`config.mk`:
```
export PLATFORM = sky130hd
export DESIGN_NAME = mhc_update
export DESIGN_NICKNAME = d
export VERILOG_FILES = /design/src/design/mhc_pkg.sv /design/src/design/mhc_update.sv
export SDC_FILE = /design/constraint.sdc
export NUM_CORES = 1
export LEC_CHECK = 0
export ABC_AREA = 1
export BUFFER_PORTS_ARGS = -buffer_cell sky130_fd_sc_hd__buf_4
export CAP_MARGIN = 40
export CORE_MARGIN = 10
export CORE_UTILIZATION = 55
export CTS_BUF_LIST = sky130_fd_sc_hd__clkbuf_2
export DETAILED_ROUTE_END_ITERATION = 6
export PLACE_DENSITY = 0.82
export SYNTH_ARGS = -nofsm -noshare
export SYNTH_HDL_FRONTEND = slang
export SYNTH_SLANG_ARGS = --single-unit
```
`constraint.sdc`:
```
create_clock -name clk -period 2.75 [get_ports clk]
set_input_delay 0.4125 -clock clk [delete_from_list [all_inputs] [get_ports clk]]
set_output_delay 0.4125 -clock clk [all_outputs]
set_load 0.005 [all_outputs]
```
`src/design/mhc_pkg.sv`:
```
// Package for the masked histogram counter unit.
// Holds the payload structs, command and operation codes and table sizes.
// No dependencies.
package mhc_pkg;

  localparam int MAX_BINS  = 256;
  localparam int BIN_AW    = $clog2(MAX_BINS);
  localparam int BIN_CNT_W = 9;
  localparam int COUNT_W   = 32;

  localparam logic [1:0] CMD_COUNT = 2'd0;
  localparam logic [1:0] CMD_READ  = 2'd1;
  localparam logic [1:0] CMD_WRITE = 2'd2;

  localparam logic [BIN_CNT_W-1:0] BIN_LIMIT = BIN_CNT_W'(MAX_BINS);

  typedef struct packed {
    logic [1:0]  cmd;
    logic [63:0] sample;
    logic        mask_bit;
    logic [7:0]  bin_index;
    logic [31:0] write_value;
  } in_item_t;

  typedef struct packed {
    logic [31:0] count;
    logic        dropped;
  } out_item_t;

  typedef enum logic [2:0] {
    OP_NOP,
    OP_COUNT,
    OP_DROP,
    OP_READ,
    OP_WRITE
  } op_t;

  typedef struct packed {
    logic               en;
    logic [BIN_AW-1:0]  addr;
    logic [COUNT_W-1:0] data;
  } wr_req_t;

endpackage

```
`src/design/mhc_update.sv`:
```
// Read-modify-write stage and output register of the histogram unit.
// Forwards the previous write when it hits the bin just read.
// Depends on mhc_pkg.
module mhc_update (
  input  logic                         clk,
  input  logic                         rst_n,
  input  logic                         acc,
  input  mhc_pkg::op_t                 acc_op,
  input  logic [mhc_pkg::BIN_AW-1:0]   acc_addr,
  input  logic [mhc_pkg::COUNT_W-1:0]  acc_wval,
  input  logic [mhc_pkg::COUNT_W-1:0]  rd_data,
  input  logic                         rd_vld,
  input  logic                         out_ready,
  output logic                         in_ready,
  output mhc_pkg::wr_req_t             wr,
  output logic                         out_valid,
  output mhc_pkg::out_item_t           out_data
);

  logic                        s1_v_r;
  mhc_pkg::op_t                s1_op_r;
  logic [mhc_pkg::BIN_AW-1:0]  s1_addr_r;
  logic [mhc_pkg::COUNT_W-1:0] s1_wval_r;
  logic                        fwd_v_r;
  logic [mhc_pkg::COUNT_W-1:0] fwd_data_r;
  logic                        out_v_r;
  mhc_pkg::out_item_t          out_data_r;

  logic                        s1_go;
  logic [mhc_pkg::COUNT_W-1:0] old_cnt;
  logic                        wr_need;
  logic [mhc_pkg::COUNT_W-1:0] wr_val;
  mhc_pkg::out_item_t          res;

  assign s1_go    = s1_v_r && (!out_v_r || out_ready);
  assign in_ready = !s1_v_r || s1_go;
  assign old_cnt  = fwd_v_r ? fwd_data_r : (rd_vld ? rd_data : '0);

  always_comb begin
    wr_need     = 1'b0;
    wr_val      = old_cnt + mhc_pkg::COUNT_W'(1);
    res.count   = '0;
    res.dropped = 1'b0;
    case (s1_op_r)
      mhc_pkg::OP_COUNT: begin
        wr_need   = 1'b1;
        res.count = wr_val;
      end
      mhc_pkg::OP_DROP: begin
        res.dropped = 1'b1;
      end
      mhc_pkg::OP_READ: begin
        res.count = old_cnt;
      end
      mhc_pkg::OP_WRITE: begin
        wr_need   = 1'b1;
        wr_val    = s1_wval_r;
        res.count = s1_wval_r;
      end
      default: begin
        res.count = '0;
      end
    endcase
  end

  assign wr.en   = s1_go && wr_need;
  assign wr.addr = s1_addr_r;
  assign wr.data = wr_val;

  always_ff @(posedge clk) begin
    if (!rst_n) begin
      s1_v_r  <= 1'b0;
      out_v_r <= 1'b0;
      fwd_v_r <= 1'b0;
    end else begin
      if (acc) begin
        s1_v_r  <= 1'b1;
        fwd_v_r <= wr.en && (wr.addr == acc_addr);
      end else if (s1_go) begin
        s1_v_r <= 1'b0;
      end
      if (s1_go) begin
        out_v_r <= 1'b1;
      end else if (out_ready) begin
        out_v_r <= 1'b0;
      end
    end
  end

  always_ff @(posedge clk) begin
    if (acc) begin
      s1_op_r    <= acc_op;
      s1_addr_r  <= acc_addr;
      s1_wval_r  <= acc_wval;
      fwd_data_r <= wr.data;
    end
    if (s1_go) begin
      out_data_r <= res;
    end
  end

  assign out_valid = out_v_r;
  assign out_data  = out_data_r;

endmodule

```
==> impl_summary.md, run 1 <==
Clock tree
The clock net sink count is approximately 110. The root buffer selected by CTS is clkbuf_2. The number of buffers between clock root and the deepest sink is 2. The clock-pin slew on the worst setup and hold paths is around 0.35 ns.

The H-tree was split into 3 levels. Counting the buffers created by CTS gives 9. TritonCTS built the clock tree. The clock latency on the worst-skew pair is about 0.71 ns.

Timing
Derived from the worst setup path, the maximum achievable clock frequency is 321 MHz. Setup repair after global routing could not meet its margin everywhere. The clock skew is between 0.05 and 0.06 ns. The post-route fraction of the period consumed by the critical path is 113%. Headroom to the max-slew limit came out at 66.3%. The clock period minus final worst setup slack is about 3.1 ns. The transition time at the pin with the least slew margin is between 0.5 and 0.6 ns. The count of endpoints failing hold in the final timing report is 0. The setup slack of the critical path after layout is -0.367 ns. Setup violations remaining at the end of the flow were counted as 28.

The max-slew violation count is 0.

Drt
The residual antenna-violating net count after detailed routing is 0. The first TritonRoute pass finished after 7 iterations. Using the TritonRoute via totals, the vias-per-cell ratio works out to 5.91.

After detailed routing, the average wire length per cell comes to 21.1 microns. After detailed routing, the number of remaining DRC violations is 1. After detailed routing, the total wire length is ~24 mm. For this block, the initial DRC count from the detailed router was 1165. The routed layout has a little under 7k vias.

Power and ir drop
The share of power burned in combinational logic is 20.4%. The static leakage power is 4.03 nW. In this run, flip-flops and latches consume 55.2% of the power. Dividing total power by cell area gives a power density of 411 nW/um^2. The total power consumption of the routed design is 3.72 mW. In this run, the clock network consumes 24.4% of the power.

The switching share of power is around 29%. Summed over all nets, the switching power comes to approximately 1.1 mW. The worst-case IR drop observed on VDD is a little under 0.5 mV.

The internal power contribution is 2.66 mW.

Critical path
The critical path is of the reg2out type. For this run, the slowest stage of the critical path takes 0.46 ns. The cell repeated most along the worst path is nand2_2.

The critical path data arrival time is 2.70 ns. The data required time of the worst path is roughly 2.3 ns. The setup slack on the worst flop-to-flop path is -0.37 ns. The worst setup path is captured at an output pin.

The kind of launch point of the worst setup path is a flop. Walking the worst path, the cells encountered are inv_8 > buf_6 > nand3_1 > nand2_2 > nand2_1 > nor2_4 > nand2_4 > nor2_4 > nand2_2 > nand2_2 > nand3_1 > nand2_1 > buf_4. The critical path's slowest cell is dfxtp_4. In this run the worst path has a maximum fanout of 9.

Worst hold path
The min-delay analysis places its worst path in the category in2reg.

Synth
The number of warning messages in the yosys log is 0. The share of synthesized area in the top cell type comes to 51.9%. Synthesis produced 740 cells. The number of library cell types mapped by synthesis is 33. The cell type with the largest total area after synthesis is edfxtp_1. After synthesis, the mean cell area works out to 8.44 sq um. By count the netlist is led by 290 x nand2_1, 108 x edfxtp_1, 99 x nand3_1. By area the synthesized netlist is led by edfxtp_1 52%, nand2_1 17%, nand3_1 7.9%. The fraction of synthesis flops using an asynchronous set or reset pin is 0%. The number of synthesized register bits is 111.

The main flop type after synthesis is edfxtp_1. Summing every instance area after synthesis gives 6250 sq um. When the netlist entered floorplanning its net count stood at ~800. Yosys instantiated no cell more often than nand2_1. The number of enable flip-flop cells after synthesis is 108. Of the synthesized area, sequential elements account for between 50% and 60%.

Placement
At the end of routability-driven placement, the weighted congestion stood at 0.960. The total half-perimeter wirelength after legalization and detailed placement is 14.5 mm. The count of buffers added on input and output ports is 155. The number of placed cells counting well taps is 1024.

Global route
The maximum number of pins on one net before global-route repair is 57. The total overflow reported by the global router is 0. The first global-routing pass estimated 35.4 mm of wire. Global routing used 27.5% of the available tracks across all layers.

The initial antenna violation count came to 0. The via count of the first global-routing pass is 6691.

Floorplanning
The starting density of the core is 56.9%. 156 I/O pins were placed. The chip width is approximately 130 microns. The core region is ~11000 sq um. In this run the core area contains 38 standard-cell rows. From bottom edge to top edge, the die measures 127 microns. The die covers ~16000 sq um.

Run
The max-capacitance violation count is 0.

Final layout
The final non-filler cell total is 1138. The synthesis-to-finish area growth is 44.8%. The final net count is 1074. The antenna diode count is 0. The fraction of final layout cells sized beyond drive strength 1 is 38.3%.

The number of fillers in the final layout is 620. Cells fill slightly above 80% of the core in the end.

Status
The flow ran to the end, but the final reports show violations. The final reports fail on design-rule violations, negative setup slack.
## critical path: cells and delay by family (launching register included)
kind / cells / cell delay [ns]
and+or+nand+nor: 10 / 1.21
DFF: 1 / 0.46
buffers and inverters: 3 / 0.37
## worst paths after layout
kind | startpoint | endpoint | cells past startpoint
setup / recovery | fwd_v_r$_SDFFE_PN0P_ | wr[18] | 13
setup reg to reg | fwd_v_r$_SDFFE_PN0P_ | fwd_data_r[25]$_DFFE_PP_ | 20
hold / removal | acc | fwd_data_r[30]$_DFFE_PP_ | 1
hold reg to reg | s1_v_r$_SDFFE_PN0P_ | s1_v_r$_SDFFE_PN0P_ | 2
## cells in the final DEF, fill, tap and decap left out, drive strengths merged
master         n
a21oi          4
a22oi         16
buf          221
bufbuf         1
bufinv         2
clkbuf         9
clkinv         3
dfxtp          3
dlygate4sd3   46
edfxtp       108
ha             1
inv           62
nand2        313
nand3        101
nand4          4
nor2          57
nor3           3
o211ai         4
o21a           1
o21ai         22
o21bai         6
o221ai         2
o22ai          2
or2            1
xnor2          1
xor2           5
## power by group through the flow
| stage | registers [mW] | clock network, mW | logic (mW) |
|---|---|---|---|
| floorplan | 2.07 | 0 | 0.248 |
| global placement | 2.08 | 0 | 0.566 |
| detailed placement | 2.08 | 0 | 0.583 |
| CTS | 2.04 | 0.901 | 0.684 |
| global route | 2.06 | 0.974 | 0.813 |
| finish | 2.05 | 0.906 | 0.760 |
## stage by stage
stage	worst slack [ns]	instance area (sq um)	setup TNS, ns	hold WS, ns
CTS	-0.295	8690	-6.50	0.152
global placement	0.184	7550	0	0.475
detailed placement	0.148	7550	0	0.507
global route	-0.552	9040	-12.97	0.156
floorplan	0.701	6250	0	0.459
finish	-0.367	9040	-7.62	0.169
## cells by family (layout without fill, tap and decap cells)
group | count (synthesis) | in the layout | share of synthesized area, %
compound gates | 57 | 57 | 5.81
xor+xnor | 6 | 6 | 0.961
fa+ha+maj | 1 | 1 | 0.200
buf+inv | 86 | 344 | 6.41
flops | 111 | 111 | 52.9
simple gates | 479 | 479 | 33.7
## metal layers
metal | part of all wire (%) | wire [microns] | GRT usage (%)
met5 | 0 | 0 | 0
met4 | 5.0 | 1190 | 11.9
met3 | 12 | 2820 | 9.00
met2 | 47 | 11300 | 44.8
met1 | 36 | 8630 | 32.7
## what timing repair did
item | in CTS | in global routing
hold buffers | 46 | 0
setup endpoints to repair | 31 | 33
resized for setup | 76 | 66
buffers inserted | 28 | 20
pin swaps | 30 | 29
hold endpoints to repair | 46 | 0
cloned | 4 | 0
## final cells by class
| class | count | area (sq um) | share of cell area, % |
|---|---|---|---|
| Sequential cell | 111 | 3310 | 36.6 |
| Multi-Input combinational cell | 543 | 2930 | 32.4 |
| Timing Repair Buffer | 268 | 2260 | 25.0 |
| Inverter | 59 | 231 | 2.56 |
| Tap cell | 140 | 175 | 1.94 |
| Clock inverter | 7 | 93.8 | 1.04 |
| Clock buffer | 9 | 45.0 | 0.498 |
| Timing Repair inverter | 1 | 6.26 | 0.0692 |
## registers in the layout, summed over array words and instances (netlist names)
register    count
fwd_data_r     32
fwd_v_r         1
out_data       33
out_valid       1
s1_addr_r       8
s1_op_r         3
s1_v_r          1
s1_wval_r      32
Note: power is estimated with default switching activity, not from simulation.
==> run 2: changes to the inputs <==
--- a/config.mk
+++ b/config.mk
@@ -8,11 +8,13 @@
 export ABC_AREA = 1
 export BUFFER_PORTS_ARGS = -buffer_cell sky130_fd_sc_hd__buf_4
 export CAP_MARGIN = 40
+export CELL_PAD_IN_SITES_DETAIL_PLACEMENT = 0
+export CELL_PAD_IN_SITES_GLOBAL_PLACEMENT = 1
 export CORE_MARGIN = 10
-export CORE_UTILIZATION = 55
+export CORE_UTILIZATION = 44
 export CTS_BUF_LIST = sky130_fd_sc_hd__clkbuf_2
 export DETAILED_ROUTE_END_ITERATION = 6
-export PLACE_DENSITY = 0.82
+export PLACE_DENSITY_LB_ADDON = 0.1
 export SYNTH_ARGS = -nofsm -noshare
 export SYNTH_HDL_FRONTEND = slang
 export SYNTH_SLANG_ARGS = --single-unit
==> run 2 against run 1 <==
The run ends with negative setup slack left. Sequential power is essentially flat. Worst hold slack lost 0.0074 ns. First-iteration DRC count shrank 55%. Maximum frequency shrank 1.3%. Utilization shrank 13 points. Final cell count grew 5.4%. Clock-buffer cell count grew 1. Register-to-register slack lost 0.04 ns. Die area grew 21%. Routed wire length shrank 8.7%. Worst setup slack lost 0.042 ns. Global-route usage shrank 5.7 points. Largest power group unchanged.
==> impl_summary.md, run 2 (same netlist as run 1, synthesis figures left out) <==
Floorplanning
The floorplan die height is 139 microns. The chip width is ~140 microns. The floorplan has 43 rows. The top-level port count is 156.

The area enclosed by the die boundary is 19400 sq um. For this configuration, the core starts out at a cell density of 45.0%. The core region is 13900 sq um.

Final layout
The leading cell type in the layout, fill and taps excluded is buf_4. Once layout is complete, the cells apart from fillers number 1199. Cells with a size suffix above 1 make up 44.3% of the layout. Compared with the post-synthesis result, the final layout area differs by 53.7%. The flip-flop count of the largest register after layout is 33. The final net count is 1095. The summed area of non-filler cells in the final layout is approximately 9600 sq um. 0 antenna diodes ended up in the layout. The post-route core utilization is 69.2%. In the layout the commonest cells are 224 x buf_4, 196 x nand2_1, 108 x edfxtp_1.

Drt
After the first detailed-routing iteration, the DRC count stood at 528. The DRC violation count after routing is 0. The final routed wire length divided by cell count is 18.3 microns. The iteration count of the initial detailed-routing pass is 5. The detailed-route wire length is 21.9 mm. In this run the remaining antenna-violating nets after routing total 0. The routed via count divided by cell count is about 5.3. Detailed routing inserted a total of roughly 6.3k vias.

Timing
The clock arrives with 0.0397 ns of skew. The count of endpoints failing setup in the final report is 28. At the pin with the least slew margin, the transition time is 0.497 ns. The max-slew headroom at the worst pin is 66.7%. Setup repair after global routing could not meet its margin everywhere. In the post-route analysis, the smallest setup slack over all paths is -0.410 ns. The count of endpoints failing hold in the final timing report is 0. Summed over all failing endpoints, the final setup total negative slack is -6.53 ns. The worst path in the final design needs a cycle of 3.16 ns, including I/O delays and setup. The max-slew violation count came to 0.

The post-route fraction of the period consumed by the critical path is 115%. Final hold analysis gives a worst-case slack of 0.162 ns. The timing-limited maximum frequency is approximately 320 MHz.

Status
The flow ran to the end, but the final reports show violations. The checks that failed: negative setup slack.

Clock tree
Clock-pin slew was measured on the worst setup and hold paths at 0.32 ns. The clock latency on the worst-skew pair is ~0.67 ns. The TritonCTS buffer count is 9. TritonCTS built the clock tree. CTS saw 111 sinks. The number of buffers between clock root and the deepest sink is 2. The total number of H-tree levels is 3. The root buffer selected by CTS is clkbuf_2.

Placement
The total half-perimeter wirelength after legalization and detailed placement is 14.7 mm. The number of placed cells counting well taps is 1066. The placed instances occupy a cell area of 7630 sq um. Timing analysis after detailed placement gives a worst setup slack of 0.0824 ns.

The number of port buffers is 155. The global placement routability congestion is 0.918.

Critical path
The kind of launch point of the worst setup path is a flop. STA classifies the critical path endpoint as a flop. The critical path data arrival time is 3.61 ns. The setup check on the worst reg-to-reg path leaves a slack of -0.41 ns. The data required time of the worst path is 3.20 ns. The type of the worst setup path is reg2reg. In this run the worst path has a maximum fanout of 12.

Global route
Entering global routing, the biggest net connects 31 pins. The total overflow reported by the global router is 0. The global-route wire length before repair is 33.9 mm.

The via count of the first global-routing pass is 6313. The initial antenna violation count was 0. Across every metal layer, demand over resource in global routing totals 21.8%.

Power and ir drop
The total power consumption of the routed design is 3.55 mW. For this design the static power due to leakage is 4.29 nW. Dividing total power by cell area gives a power density of roughly 370 nW/um^2. VDD sags by at most approximately 0.31 mV.

Worst hold path
The path class of the tightest hold or removal check is in2reg.

Run
The max-capacitance violation count is 0.
==> run 2: cell count changes in the layout (fill, tap and decap cells not counted), moves of 8 or more <==
cell | before | now
nor2_4 | 20 | 30
buf_4 | 211 | 224
nand2_2 | 68 | 88
nand2_4 | 9 | 28
nor2_2 | 20 | 12
nand2_1 | 236 | 196
==> run 2: path summary, 6_finish.rpt <==
check | startpoint | to | cells past startpoint
worst max-delay path | fwd_v_r$_SDFFE_PN0P_ | out_data[19]$_DFFE_PP_ | 23
worst max register to register | fwd_v_r$_SDFFE_PN0P_ | out_data[19]$_DFFE_PP_ | 23
worst min-delay path | acc | fwd_data_r[21]$_DFFE_PP_ | 1
worst min register to register | s1_v_r$_SDFFE_PN0P_ | out_valid$_SDFFE_PN0P_ | 2
==> run 2: critical path, stage by stage, from the launching register on <==
cell,delay [ns]
dfxtp_4,0.55
inv_8,0.07
buf_12,0.15
nand3_1,0.09
nand2_2,0.12
nand2_2,0.13
nor2_4,0.05
nand2_8,0.09
nor2_4,0.06
nand2_1,0.08
nand2_2,0.06
buf_4,0.14
buf_4,0.13
buf_4,0.13
buf_4,0.13
buf_4,0.12
buf_4,0.12
buf_4,0.12
buf_4,0.12
buf_4,0.12
buf_4,0.12
buf_4,0.12
nand3_1,0.08
nand2_1,0.05
==> run 2: power breakdown <==
group	internal (mW)	switching [mW]	total [mW]
registers	2.00	0.0522	2.05
clock network	0.143	0.596	0.739
logic	0.373	0.394	0.767
total	2.51	1.04	3.55
==> run 2: final cells by class <==
type	count	area, sq um
clock buffers	10	50.0
clock inverters	6	53.8
fillers	1121	4280
inverters	59	231
multi-input cells	543	3230
flip-flops and latches	111	3310
well taps	180	225
repair buffers	289	2490
repair inverters	1	6.26
==> run 2: what timing repair did <==
action / 4_1_cts / 5_1_grt
pin swaps: 42 / 43
setup buffers: 43 / 22
setup endpoints to repair: 31 / 34
cloned: 5 / 1
hold buffers: 46 / 0
gates resized for setup: 107 / 114
hold endpoints to repair: 46 / 0
==> run 2: per-layer routing <==
metal / track usage (%) / share of wire [%] / wire length, microns / vias to the layer above
met1: 27.6 / 41 / 9010 / 2993
li1: - / - / - / 3019
met5: 0 / 0 / 0 / -
met3: 6.37 / 8.8 / 1920 / 40
met2: 35.2 / 48 / 10500 / 292
met4: 6.43 / 2.2 / 484 / 0
